===== config.mk =====
export PLATFORM = sky130hd
export DESIGN_NAME = lru_pinned_eviction_table_flat
export DESIGN_NICKNAME = d
export VERILOG_FILES = /design/src/rtl/lpet_pkg.sv /design/src/rtl/lpet_if.sv /design/src/rtl/lru_pinned_eviction_table.sv /design/src/rtl/lpet_ram.sv /design/src/flat_wrapper.sv
export SDC_FILE = /design/constraint.sdc
export NUM_CORES = 2
export LEC_CHECK = 0
export BUFFER_PORTS_ARGS = -buffer_cell sky130_fd_sc_hd__buf_2
export CAP_MARGIN = 20
export CORE_MARGIN = 5
export CORE_UTILIZATION = 62
export CTS_CLUSTER_DIAMETER = 40
export DETAILED_ROUTE_END_ITERATION = 12
export PLACE_DENSITY = 0.8
export SETUP_SLACK_MARGIN = 0.15
export SYNTH_ARGS = -nofsm -noshare
export SYNTH_HDL_FRONTEND = slang
export SYNTH_SLANG_ARGS = --single-unit

===== constraint.sdc =====
create_clock -name clk -period 6.67 [get_ports clk]
set_input_delay 0.3335 -clock clk [delete_from_list [all_inputs] [get_ports clk]]
set_output_delay 0.3335 -clock clk [all_outputs]
set_load 0.02 [all_outputs]

===== src/rtl/lpet_pkg.sv =====
package lpet_pkg;

  typedef logic [1:0]  action_t;
  typedef logic [15:0] obj_id_t;
  typedef logic [39:0] obj_size_t;
  typedef logic [43:0] bytes_t;
  typedef logic [1:0]  status_t;

  localparam action_t ACT_REG   = 2'd0;
  localparam action_t ACT_PIN   = 2'd1;
  localparam action_t ACT_LIST  = 2'd2;
  localparam action_t ACT_QUERY = 2'd3;

  localparam status_t ST_OK      = 2'd0;
  localparam status_t ST_UPDATED = 2'd1;
  localparam status_t ST_FULL    = 2'd2;
  localparam status_t ST_NONE    = 2'd3;

  localparam int     MAX_RESULTS = 16;
  localparam bytes_t LIMIT_RESET = 44'd8589934592;
  localparam bytes_t BYTES_MAX   = '1;

  typedef enum logic [5:0] {
    S_IDLE = 6'b000001,
    S_SCAN = 6'b000010,
    S_UPD  = 6'b000100,
    S_WRD  = 6'b001000,
    S_WDT  = 6'b010000,
    S_FIN  = 6'b100000
  } state_t;

endpackage


===== src/rtl/lpet_if.sv =====
interface lpet_in_if;
  logic                valid;
  logic                ready;
  lpet_pkg::action_t   action;
  lpet_pkg::obj_id_t   object_id;
  lpet_pkg::obj_size_t object_size;
  logic                pin_value;
  lpet_pkg::bytes_t    needed_bytes;

  modport source (output valid, action, object_id, object_size, pin_value, needed_bytes,
                  input ready);
  modport sink   (input valid, action, object_id, object_size, pin_value, needed_bytes,
                  output ready);
endinterface

interface lpet_out_if;
  logic              valid;
  logic              ready;
  lpet_pkg::status_t status;
  lpet_pkg::obj_id_t victim_id;
  lpet_pkg::bytes_t  free_bytes;
  logic              last;

  modport source (output valid, status, victim_id, free_bytes, last, input ready);
  modport sink   (input valid, status, victim_id, free_bytes, last, output ready);
endinterface


===== src/rtl/lru_pinned_eviction_table.sv =====
// Register / pin: id search (S_SCAN), table update (S_UPD), then the result (S_FIN)
//   (id search walks the slot RAM one entry a cycle; no entry is read on an empty table).
//   The next item is taken the cycle after the result is loaded.
// Candidate list: S_WRD+S_WDT per id, S_WRD per pinned rank skipped, up to 16 results.
// Available query: result loaded in S_FIN once the output is free, next item taken the cycle after.
//   One item in flight; next item taken once the last result sits in the output register.
// Reset (rst_n, synchronous): table empty, pins clear, usage zero, limit 8 GiB.
module lru_pinned_eviction_table #(
  parameter int ENTRIES = 16
) (
  input  logic              clk,
  input  logic              rst_n,
  lpet_in_if.sink           in_ch,
  lpet_out_if.source        out_ch,
  input  logic              cfg_we,
  input  lpet_pkg::bytes_t  cfg_wdata
);
  import lpet_pkg::*;

  localparam int RW = $clog2(ENTRIES);
  localparam int CW = $clog2(ENTRIES + 1);
  localparam int KW = $clog2(MAX_RESULTS + 1);
  localparam int DW = 56;

  state_t state_r, state_nxt;

  // latched item
  action_t   act_r;
  obj_id_t   id_r;
  obj_size_t size_r;
  logic      pin_r;
  bytes_t    need_r;

  // id search pipeline: address stage then compare stage
  logic [CW-1:0] cnt_r;
  logic          cmp_v_r;
  logic [RW-1:0] cmp_idx_r;
  logic          hit_r;
  logic [RW-1:0] hit_idx_r;

  // table state: slots fill in order, so valid means index < count
  logic [CW-1:0] count_r;
  logic [RW-1:0] rank_r [ENTRIES];
  logic          pinned_r [ENTRIES];
  bytes_t        usage_r;
  bytes_t        limit_r;

  // candidate walk, oldest rank first
  logic [RW-1:0] r_r;
  logic          more_r;
  logic [KW-1:0] k_r;
  bytes_t        freed_r;

  // pending result; during the walk vid_r holds the candidate not yet sent
  status_t st_r;
  obj_id_t vid_r;

  logic    out_valid_r;
  status_t out_status_r;
  obj_id_t out_vid_r;
  bytes_t  out_free_r;
  logic    out_last_r;

  // slot RAM: {id, size}
  logic          ram_we, ram_re;
  logic [RW-1:0] ram_wa, ram_ra;
  logic [DW-1:0] ram_wd, ram_q;
  obj_id_t       q_id;
  obj_size_t     q_size;

  logic          scan_issue;
  logic          out_free;
  logic          out_load;
  logic          walk_done;
  logic [RW-1:0] walk_s;
  logic          full;
  logic [44:0]   usage_sum;
  bytes_t        avail;

  assign q_id   = ram_q[DW-1:40];
  assign q_size = ram_q[39:0];

  assign scan_issue = cnt_r < count_r;
  assign out_free   = !out_valid_r || out_ch.ready;
  // output register takes a new transfer this edge
  assign out_load   = ((state_r == S_WDT) && (k_r != '0) && out_free) ||
                      ((state_r == S_FIN) && out_free);
  assign full       = count_r == CW'(ENTRIES);
  assign walk_done  = !more_r || (k_r == KW'(MAX_RESULTS)) || (freed_r >= need_r);
  assign usage_sum  = {1'b0, usage_r} + {5'b0, size_r};
  assign avail      = (limit_r > usage_r) ? (limit_r - usage_r) : '0;

  // slot holding the current walk rank; ranks of valid slots are distinct
  always_comb begin
    walk_s = '0;
    for (int i = 0; i < ENTRIES; i++) begin
      if ((CW'(i) < count_r) && (rank_r[i] == r_r)) begin
        walk_s = walk_s | RW'(i);
      end
    end
  end

  assign ram_we = (state_r == S_UPD) && (act_r == ACT_REG) && !hit_r && !full;
  assign ram_wa = count_r[RW-1:0];
  assign ram_wd = {id_r, size_r};
  assign ram_re = ((state_r == S_SCAN) && scan_issue) ||
                  ((state_r == S_WRD) && !walk_done && !pinned_r[walk_s]);
  assign ram_ra = (state_r == S_SCAN) ? cnt_r[RW-1:0] : walk_s;

  lpet_ram #(.WIDTH(DW), .DEPTH(ENTRIES)) u_slot_ram (
    .clk (clk),
    .we  (ram_we),
    .wa  (ram_wa),
    .wd  (ram_wd),
    .re  (ram_re),
    .ra  (ram_ra),
    .q   (ram_q)
  );

  assign in_ch.ready      = state_r == S_IDLE;
  assign out_ch.valid     = out_valid_r;
  assign out_ch.status    = out_status_r;
  assign out_ch.victim_id = out_vid_r;
  assign out_ch.free_bytes = out_free_r;
  assign out_ch.last      = out_last_r;

  always_comb begin
    state_nxt = state_r;
    case (state_r)
      S_IDLE: begin
        if (in_ch.valid) begin
          case (in_ch.action)
            ACT_QUERY: state_nxt = S_FIN;
            ACT_LIST:  state_nxt = S_WRD;
            default:   state_nxt = S_SCAN;
          endcase
        end
      end
      S_SCAN: if (!scan_issue && !cmp_v_r) state_nxt = S_UPD;
      S_UPD:  state_nxt = S_FIN;
      S_WRD: begin
        if (walk_done) begin
          state_nxt = S_FIN;
        end else if (!pinned_r[walk_s]) begin
          state_nxt = S_WDT;
        end
      end
      S_WDT:  if ((k_r == '0) || out_free) state_nxt = S_WRD;
      S_FIN:  if (out_free) state_nxt = S_IDLE;
      default: state_nxt = S_IDLE;
    endcase
  end

  always_ff @(posedge clk) begin
    if (!rst_n) begin
      state_r     <= S_IDLE;
      count_r     <= '0;
      usage_r     <= '0;
      limit_r     <= LIMIT_RESET;
      out_valid_r <= 1'b0;
      cmp_v_r     <= 1'b0;
      k_r         <= '0;
      for (int i = 0; i < ENTRIES; i++) begin
        pinned_r[i] <= 1'b0;
      end
    end else begin
      state_r <= state_nxt;
      if (cfg_we) begin
        limit_r <= cfg_wdata;
      end
      if (out_load) begin
        out_valid_r <= 1'b1;
      end else if (out_ch.ready) begin
        out_valid_r <= 1'b0;
      end

      case (state_r)
        S_IDLE: begin
          if (in_ch.valid) begin
            act_r   <= in_ch.action;
            id_r    <= in_ch.object_id;
            size_r  <= in_ch.object_size;
            pin_r   <= in_ch.pin_value;
            need_r  <= in_ch.needed_bytes;
            cnt_r   <= '0;
            cmp_v_r <= 1'b0;
            hit_r   <= 1'b0;
            k_r     <= '0;
            freed_r <= '0;
            r_r     <= RW'(count_r - CW'(1));
            more_r  <= count_r != '0;
            st_r    <= ST_OK;
            vid_r   <= '0;
          end
        end
        S_SCAN: begin
          cmp_v_r   <= scan_issue;
          cmp_idx_r <= cnt_r[RW-1:0];
          if (scan_issue) begin
            cnt_r <= cnt_r + CW'(1);
          end
          if (cmp_v_r && (q_id == id_r)) begin
            hit_r     <= 1'b1;
            hit_idx_r <= cmp_idx_r;
          end
        end
        S_UPD: begin
          vid_r <= id_r;
          if (act_r == ACT_REG) begin
            if (hit_r) begin
              // touch: younger slots age by one
              for (int i = 0; i < ENTRIES; i++) begin
                if ((CW'(i) < count_r) && (RW'(i) != hit_idx_r) &&
                    (rank_r[i] < rank_r[hit_idx_r])) begin
                  rank_r[i] <= rank_r[i] + RW'(1);
                end
              end
              rank_r[hit_idx_r] <= '0;
              st_r <= ST_UPDATED;
            end else if (full) begin
              st_r <= ST_FULL;
            end else begin
              for (int i = 0; i < ENTRIES; i++) begin
                if (CW'(i) < count_r) begin
                  rank_r[i] <= rank_r[i] + RW'(1);
                end
              end
              rank_r[count_r[RW-1:0]]   <= '0;
              pinned_r[count_r[RW-1:0]] <= 1'b0;
              count_r <= count_r + CW'(1);
              usage_r <= usage_sum[44] ? BYTES_MAX : usage_sum[43:0];
              st_r    <= ST_OK;
            end
          end else begin
            if (hit_r) begin
              pinned_r[hit_idx_r] <= pin_r;
              st_r <= ST_UPDATED;
            end else begin
              st_r <= ST_NONE;
            end
          end
        end
        S_WRD: begin
          if (walk_done) begin
            st_r <= (k_r == '0) ? ST_NONE : ST_OK;
            if (k_r == '0) begin
              vid_r <= '0;
            end
          end else begin
            if (r_r == '0) begin
              more_r <= 1'b0;
            end else begin
              r_r <= r_r - RW'(1);
            end
          end
        end
        S_WDT: begin
          if ((k_r == '0) || out_free) begin
            // previous candidate goes out, known now not to be the final one
            if (k_r != '0) begin
              out_status_r <= ST_OK;
              out_vid_r    <= vid_r;
              out_free_r   <= avail;
              out_last_r   <= 1'b0;
            end
            vid_r   <= q_id;
            k_r     <= k_r + KW'(1);
            freed_r <= freed_r + {4'b0, q_size};
          end
        end
        S_FIN: begin
          if (out_free) begin
            out_status_r <= st_r;
            out_vid_r    <= vid_r;
            out_free_r   <= avail;
            out_last_r   <= 1'b1;
          end
        end
        default: ;
      endcase
    end
  end

  a_count_bound: assert property (@(posedge clk) disable iff (!rst_n)
    count_r <= CW'(ENTRIES))
    else $error("slot count exceeds table depth");

  a_count_step: assert property (@(posedge clk) disable iff (!rst_n)
    $past(rst_n) |-> (count_r == $past(count_r)) || (count_r == $past(count_r) + CW'(1)))
    else $error("slot count moved by more than one");

  a_usage_mono: assert property (@(posedge clk) disable iff (!rst_n)
    $past(rst_n) |-> usage_r >= $past(usage_r))
    else $error("usage decreased");

  a_list_cap: assert property (@(posedge clk) disable iff (!rst_n)
    k_r <= KW'(MAX_RESULTS))
    else $error("candidate count beyond result cap");

endmodule


===== src/rtl/lpet_ram.sv =====
module lpet_ram #(
  parameter int WIDTH = 56,
  parameter int DEPTH = 16
) (
  input  logic                     clk,
  input  logic                     we,
  input  logic [$clog2(DEPTH)-1:0] wa,
  input  logic [WIDTH-1:0]         wd,
  input  logic                     re,
  input  logic [$clog2(DEPTH)-1:0] ra,
  output logic [WIDTH-1:0]         q
);

  logic [WIDTH-1:0] mem [DEPTH];

  always_ff @(posedge clk) begin
    if (we) begin
      mem[wa] <= wd;
    end
    if (re) begin
      q <= mem[ra];
    end
  end

endmodule

===== src/flat_wrapper.sv =====
// flat-port wrapper written by rule: the top's interface ports become plain ports
module lru_pinned_eviction_table_flat import lpet_pkg::*;
#(
  parameter int ENTRIES = 16
)
  (clk, rst_n, cfg_we, cfg_wdata, in_ch_valid, in_ch_action, in_ch_object_id, in_ch_object_size, in_ch_pin_value, in_ch_needed_bytes, in_ch_ready, out_ch_valid, out_ch_status, out_ch_victim_id, out_ch_free_bytes, out_ch_last, out_ch_ready);
  lpet_in_if in_ch_i ();
  lpet_out_if out_ch_i ();
  input  logic clk;
  input  logic rst_n;
  input  logic cfg_we;
  input  lpet_pkg::bytes_t cfg_wdata;
  input wire logic [$bits(in_ch_i.valid)-1:0] in_ch_valid;
  input wire logic [$bits(in_ch_i.action)-1:0] in_ch_action;
  input wire logic [$bits(in_ch_i.object_id)-1:0] in_ch_object_id;
  input wire logic [$bits(in_ch_i.object_size)-1:0] in_ch_object_size;
  input wire logic [$bits(in_ch_i.pin_value)-1:0] in_ch_pin_value;
  input wire logic [$bits(in_ch_i.needed_bytes)-1:0] in_ch_needed_bytes;
  output wire logic [$bits(in_ch_i.ready)-1:0] in_ch_ready;
  output wire logic [$bits(out_ch_i.valid)-1:0] out_ch_valid;
  output wire logic [$bits(out_ch_i.status)-1:0] out_ch_status;
  output wire logic [$bits(out_ch_i.victim_id)-1:0] out_ch_victim_id;
  output wire logic [$bits(out_ch_i.free_bytes)-1:0] out_ch_free_bytes;
  output wire logic [$bits(out_ch_i.last)-1:0] out_ch_last;
  input wire logic [$bits(out_ch_i.ready)-1:0] out_ch_ready;
  assign in_ch_i.valid = in_ch_valid;
  assign in_ch_i.action = in_ch_action;
  assign in_ch_i.object_id = in_ch_object_id;
  assign in_ch_i.object_size = in_ch_object_size;
  assign in_ch_i.pin_value = in_ch_pin_value;
  assign in_ch_i.needed_bytes = in_ch_needed_bytes;
  assign in_ch_ready = in_ch_i.ready;
  assign out_ch_valid = out_ch_i.valid;
  assign out_ch_status = out_ch_i.status;
  assign out_ch_victim_id = out_ch_i.victim_id;
  assign out_ch_free_bytes = out_ch_i.free_bytes;
  assign out_ch_last = out_ch_i.last;
  assign out_ch_i.ready = out_ch_ready;
  lru_pinned_eviction_table #(.ENTRIES(ENTRIES)) u_core (.clk(clk), .rst_n(rst_n), .in_ch(in_ch_i), .out_ch(out_ch_i), .cfg_we(cfg_we), .cfg_wdata(cfg_wdata));
endmodule

## Yosys cells after proc, flatten, opt, wreduce, memory -nomap -nowiden

Memories as Yosys holds them, arrays and structs flattened. A register that Yosys moved wholly into a read port is not among the register bits.
Index checks and enable logic that the tools add are counted.

| word-level totals | value |
|---|---|
| flip-flop bits (word level) | 353 |
| bits in latches | 0 |
| RAM bits | 976 |
| bits in read-only memories | 0 |
| input bits | 152 |
| output and inout port bits | 65 |
| logic and storage cells | 591 |
| memories | 3 |

| cells by class | value |
|---|---|
| add/sub/neg operators | 24 |
| multipliers | 0 |
| divide/modulo/power cells | 0 |
| $lt $le $gt $ge | 35 |
| equality and inequality tests | 54 |
| shift-type cells | 0 |
| mux-type cells | 329 |
| bitwise gates (word level) | 18 |
| reduce and logical (&&, ||, !) cells | 103 |

Memory list:

| memory | words | bits a word | rd ports | clocked after memory_dff | wr ports | line | source |
|---|---|---|---|---|---|---|---|
| u_core.u_slot_ram.mem | 16 | 56 | 1 | 1 | 1 | lpet_ram.sv:14 | `logic [WIDTH-1:0] mem [DEPTH];` |
| u_core.rank_r | 16 | 4 | 17 | 1 | 17 | lru_pinned_eviction_table.sv:43 | `logic [RW-1:0] rank_r [ENTRIES];` |
| u_core.pinned_r | 16 | 1 | 1 | 0 | 16 | lru_pinned_eviction_table.sv:44 | `logic pinned_r [ENTRIES];` |

Operators with widths:

| cell | number |
|---|---|
| two-way mux 44 bit | 7 |
| two-way mux 1 bit | 242 |
| case mux 44 bit (2 select lines) | 2 |
| two-way mux 4 bit | 33 |
| two-way mux 16 bit | 7 |
| adder 4 x 1 -> 4 bit (second input constant) | 16 |
| less-than comparator 4 bit | 16 |
| case mux 16 bit (4 select lines) | 1 |
| equality test 4 bit | 15 |
| logical AND 1 bit | 58 |
| adder 44 x 40 -> 45 bit | 1 |
| adder 44 x 40 -> 44 bit | 1 |
| >= comparator 44 bit | 1 |
| greater-than comparator 44 bit | 1 |
| subtractor 44 bit | 1 |
| less-than comparator 4 x 5 -> 1 bit (first input constant) | 8 |
| two-way mux 6 bit | 6 |
| case mux 6 bit (6 select lines) | 1 |
| inequality test 4 bit (first input constant) | 8 |
| case mux 16 bit (2 select lines) | 1 |
| two-way mux 2 bit | 12 |
| less-than comparator 3 x 5 -> 1 bit (first input constant) | 4 |
| case mux 5 bit (2 select lines) | 2 |
| AND reduction 4 bit | 5 |
| other kinds (44) | 114 |

## Depth between registers and ports, before layout

An unclocked memory read counts as a cell.

| logic depth | value |
|---|---|
| depth in word-level cells | 22 |
| depth in mapped cells | 14 |
| depth with buffers taken out | 12 |

## Cells and area by module

From an unflattened synthesis, not the netlist that was laid out.

| second synthesis, totals | value |
|---|---|
| cells, all modules | 4,062 |
| area, all modules | 61,475.2 um^2 |

Modules (own cells, without submodules):

| module | instances | cells an instance | area an instance (um^2) | seq. area each (um^2) |
|---|---|---|---|---|
| lpet_ram | 1 | 1,445 | 35,238.8 | 28,587.4 |
| lru_pinned_eviction_table | 1 | 2,617 | 26,236.4 | 11,220.8 |

## Worst setup path after synthesis

OpenSTA, ideal clock, no wires.

| timing path | value |
|---|---|
| path type | input to register |
| from | input port rst_n |
| to | register u_core.act_r[0] (enable) |
| library setup time | 0.566 ns |
| arrival time | 5.526 ns |
| data required time | 6.104 ns |
| path slack | 0.579 ns |
| cell stages on the path | 5 |
| path buffers | 3 |
| path through | clkbuf_1 > clkinv_1 > clkbuf_1 > buf_1 > nor2_1 |

| on the way | value |
|---|---|
| longest elaborated chain between the ends | 1 |

Ends and longest elaborated chain:

| item | line | source |
|---|---|---|
| from (decl) | flat_wrapper.sv:10 | `input logic rst_n;` |
| AND reduction 3 bit (no source line) | - |  |
| to (signal assigned) | lru_pinned_eviction_table.sv:180 | `act_r <= in_ch.action;` |
| to (decl) | lru_pinned_eviction_table.sv:28 | `action_t act_r;` |

No other way between the ends.
A chain may end at the register's enable or synchronous reset.

## Final worst setup path

| timing path | value |
|---|---|
| from | register u_core.r_r[0] |
| to | register u_core.u_slot_ram.q[50] (read register of u_core.u_slot_ram.mem) (data pin) |

| on the way | value |
|---|---|
| longest elaborated chain between the ends | 21 |
| elaborated cells between the ends (all ways) | 50 |
| classes of those cells | eq/ne: 15; mux: 16; reduce/logical: 18; memory: 1 |

Ends and longest elaborated chain:

| item | line | source |
|---|---|---|
| from (decl) | lru_pinned_eviction_table.sv:49 | `logic [RW-1:0] r_r;` |
| from (signal assigned) | lru_pinned_eviction_table.sv:190 | `r_r <= RW'(count_r - CW'(1));` |
| from (signal assigned) | lru_pinned_eviction_table.sv:253 | `r_r <= r_r - RW'(1);` |
| equality test 4 bit | lru_pinned_eviction_table.sv:97 | `if ((CW'(i) < count_r) && (rank_r[i] == r_r)) begin` |
| logical AND 1 bit | lru_pinned_eviction_table.sv:97 |  |
| two-way mux 1 bit | lru_pinned_eviction_table.sv:97 |  |
| two-way mux 2 bit (2 in a row) | lru_pinned_eviction_table.sv:97 |  |
| two-way mux 3 bit (4 in a row) | lru_pinned_eviction_table.sv:97 |  |
| two-way mux 4 bit (7 in a row) | lru_pinned_eviction_table.sv:97 |  |
| two-way mux 4 bit (*) | lru_pinned_eviction_table.sv:97 |  |
| memory read (16 x 1 bit) | - |  |
| logical NOT 1 bit | lru_pinned_eviction_table.sv:107 | `((state_r == S_WRD) && !walk_done && !pinned_r[walk_s]);` |
| logical AND 1 bit | lru_pinned_eviction_table.sv:107 |  |
| logical OR 1 bit | lru_pinned_eviction_table.sv:106 | `assign ram_re = ((state_r == S_SCAN) && scan_issue) \|\|` |
| to (decl) | lpet_ram.sv:11 | `output logic [WIDTH-1:0] q` |

Every way passes the cells marked *; elsewhere a longest branch is shown, timed or not.

==> results <==
- In this run the tool buffered the top-level ports with 216 buffer cells.
- The clock-pin transition on the worst setup and hold timing paths is 60 ps.
- The total CTS buffers is 167.
- The number of antenna violations at the first check in global routing is 9.
- The prevailing post-synth register cell is edfxtp_1.
- The final-layout fill cell count is 6525.
- IR analysis of the VDD net gives a maximum drop of 0.296 mV.
- The warning count from the yosys run is 0.
- After the first detailed-routing iteration, the DRC count stood at 5485.
- The total nets after synthesis is 5422.
- The count of nets left with antenna violations after detail routing is 0.
- The total iterations of the first detailed-routing run is 5.
- In the routed design, unresolved DRC markers number 0.
- At the end of the flow, the number of nets in the layout was 5769.
- After synthesis, the mean cell area works out to 12.7 um2.
- Data on the critical path is required at its endpoint by 7180 ps.
- The floorplan step defined a die boundary enclosing 109000 um2.
- Power spread over the standard cell area amounts to 281 nW/um2.
- The total setup buffers inserted after CTS is 0.
- Once placement completed, the tool counted placed cells totaling 6418.
- The worst setup path is launched from a flop.
- Once detailed placement completed, the half-perimeter wirelength came to 104 mm.
- The maximum fanout count along the critical path is 69.
- The number of different library cells in the post-synthesis netlist is 88.
- Across every metal layer, demand over resource in global routing totals 0.306.
- The library cell used most frequently in the layout, excluding fill and tap cells, is edfxtp_1.
- Dividing the final minimum period by the clock period gives 0.735.
- Hold timing on the final database bottoms out at a slack of 84.1 ps.
- The weighted congestion reported at the end of routability-driven placement is 0.954.
- The routed wire length is 171 mm.
- In the routed layout, each cell is associated on average with a via count of 6.46.
- The number of hold buffers added after cts is 149.
- The initialized floorplan defines 117 standard-cell rows.
- In the final layout, the share of cells above drive strength 1 is 0.128.
- The slew at the pin with the worst max-slew slack is 1180 ps.
- Synthesis produced 5023 cells.
- The clock latency at the later pin of the worst-skew pair is 780 ps.
- At the worst endpoint, the arrival time is 5410 ps.
- The time the worst path needs with I/O delays and setup is 4900 ps.
- For this configuration, the core starts out at a cell density of 0.625.
- The final max-slew violation count is 0.
- The reported max-cap violation count is 0.
- The H-tree generated during clock tree synthesis spans 4 levels.
- The total count of hold-check failures in the final report is 0.
- In this run the vertical extent of the chip is 331 um.
- Dividing the detail-routed wire length by the instance count gives 24.9 um.
- The sequential cells in the finished layout cover a total of 39800 um2.
- The root buffer cell chosen for the clock tree is clkbuf_16.
- The relative max-transition margin is 0.211.
- The finished layout holds 6878 standard cells, fillers aside.
- No sink is reached through more buffers than the 3 on the longest clock path.
- In the layout the commonest cells are edfxtp_1 (1199), nand2_1 (598), nor2_1 (305).
- The netlist area before placement is 63800 um2.
- The die outline width is 331 um.
- TritonCTS built the clock tree.
- For this design the top-level I/O count stands at 217.
- The register area share after synthesis is 0.624.
- STA classifies the critical path endpoint as a flop.
- By area the synthesized netlist is led by edfxtp_1 (56%), dfxtp_1 (6.0%), ha_1 (4.8%), nand2_1 (3.5%), a311oi_1 (3.1%).
- Relative to the synthesized area, the layout overhead comes to 15.1%.
- The flop and latch count out of synthesis is 1389.
- Counting every sink on the clock net gives 1389.
- The share of synthesized area in the top cell type comes to 0.564.
- The number of vias after detailed routing is 44433.
- The via count of the first global-routing pass was 42901.
- The multi-input combinational cells in the finished layout cover a total of 22300 um2.
- The count of flip-flops with a built-in enable after synthesis is 1199.
- The run finished with clean final reports.
- In the final timing run, aggregate negative setup slack is 0 ps.
- At the end of the flow the core is filled with cells to 0.720.
- In this run the register-to-register setup slack is 1770 ps.
- For this run, the top clock speed supported by timing is 0.204 GHz.
- The worst clock skew is 27.3 ps.
- Setup violations remaining at the end of the flow were counted as 0.
- The proportion of register bits with asynchronous set or reset after synthesis is 0.
- Of all cell types, the one taking the most synthesized area is edfxtp_1.
- The largest net degree at the start of global routing is 162.
- The setup path with the least slack is of type reg2reg.
- In this run the static leakage power is 0.0261 uW.
- The first global-routing pass estimated 255 mm of wire.
- Global routing finished with a remaining overflow of 0.
- In this run the standard cell core region covers 102000 um2.
- The number of instances resized during post-cts repair is 0.
- Setup repair after global routing left no endpoint under its margin.
- The class of the tightest hold or removal check is in2reg.
[per-stage QoR]
stage                     instance area [um2]  total power (uW)  setup slack (ps)
after global routing                    73400             21200              1480
after global placement                  66200             11400              2030
after floorplan                         63800             11000               579
after detailed placement                66200             11500              1910
final                                   73400             20600              1770
after CTS                               73400             20700              1870
[synthesized netlist by cell type, types with 16 or more instances]
cell      instances
a211oi_1        196
a211oi_2         60
a21o_1           67
a21oi_1         188
a221oi_1         51
a22o_1           16
a311oi_1        229
a31oi_1          21
and3_1           20
buf_2            62
buf_6            21
clkbuf_1        158
dfxtp_1         190
edfxtp_1       1199
ha_1            244
inv_1           146
mux2i_1          66
mux4_2           20
nand2_1         600
nand2b_1         29
nand3_1          54
nand4_1          54
nor2_1          322
nor2b_1         245
nor3_1           60
o211ai_1         55
o21a_1           26
o21ai_0          87
o31ai_1          26
or4_1            58
xnor2_1         110
xor2_1          105
[path summary, 6_finish.rpt]
path              depth (start not counted)                      start                                    to
hold reg to reg                           0  u_core.vid_r[9]$_DFFE_PP_  u_core.out_ch.victim_id[9]$_DFFE_PP_
hold / removal                            3                      rst_n       u_core.limit_r[33]$_SDFFE_PN1P_
setup / recovery                         11    u_core.r_r[0]$_DFFE_PP_     u_core.u_slot_ram.q[50]$_DFFE_PP_
setup reg to reg                         11    u_core.r_r[0]$_DFFE_PP_     u_core.u_slot_ram.q[50]$_DFFE_PP_
[sequential cells by signal, indices dropped and copies added (netlist names), 2 cells and up, named ones only]
register	cells
u_core.act_r	2
u_core.cmp_idx_r	4
u_core.cnt_r	5
u_core.count_r	5
u_core.freed_r	44
u_core.hit_idx_r	4
u_core.id_r	16
u_core.k_r	5
u_core.limit_r	44
u_core.need_r	44
u_core.out_ch.free_bytes	44
u_core.out_ch.status	2
u_core.out_ch.victim_id	16
u_core.pinned_r	16
u_core.r_r	4
u_core.rank_r	64
u_core.size_r	40
u_core.st_r	2
u_core.state_r	6
u_core.u_slot_ram.mem	896
u_core.u_slot_ram.q	56
u_core.usage_r	44
u_core.vid_r	16
[power breakdown]
group,switching [uW],total [uW],internal (uW)
clock,3700,9180,5480
sequential,231,9890,9660
combinational,934,1540,608
total,4870,20600,15700
[worst max-delay path, cell delays in order, from the launching register on]
cell and delay [ps]:
edfxtp_1 960, xor2_1 140, nor4_1 540, nand2b_1 180, and2_1 160, o41a_4 740, buf_4 470, buf_4 380
nor2b_1 110, a211oi_1 280, a311oi_1 100, or4_1 530
[per-layer routing]
metal  GRT usage  vias up  part of all wire
li1            -    19899                 -
met1       0.418    21834              0.39
met2       0.496     2320              0.47
met3      0.0652      378              0.10
met4       0.107        2             0.034
met5           0        -          0.000076
[area by class of cell]
type	count	share of cell area
Antenna cell	4	0.000136
Clock buffer	200	0.0603
Clock inverter	105	0.0169
Inverter	149	0.00763
Multi-Input combinational cell	3222	0.304
Sequential cell	1389	0.542
Tap cell	1368	0.0233
Timing Repair Buffer	441	0.0457
[logic make-up (layout without fill, tap and decap cells)]
| family | after synthesis | count (layout) | share of synthesized area |
|---|---|---|---|
| fa+ha+maj | 247 | 247 | 0.0488 |
| mux | 91 | 91 | 0.0183 |
| buf+inv | 412 | 895 | 0.0289 |
| xor+xnor | 215 | 215 | 0.0295 |
| compound gates | 1128 | 1128 | 0.135 |
| flops | 1389 | 1389 | 0.624 |
| simple gates | 1541 | 1541 | 0.116 |
| other cells | 0 | 4 | 0 |
(Power assumes the default switching activity.)
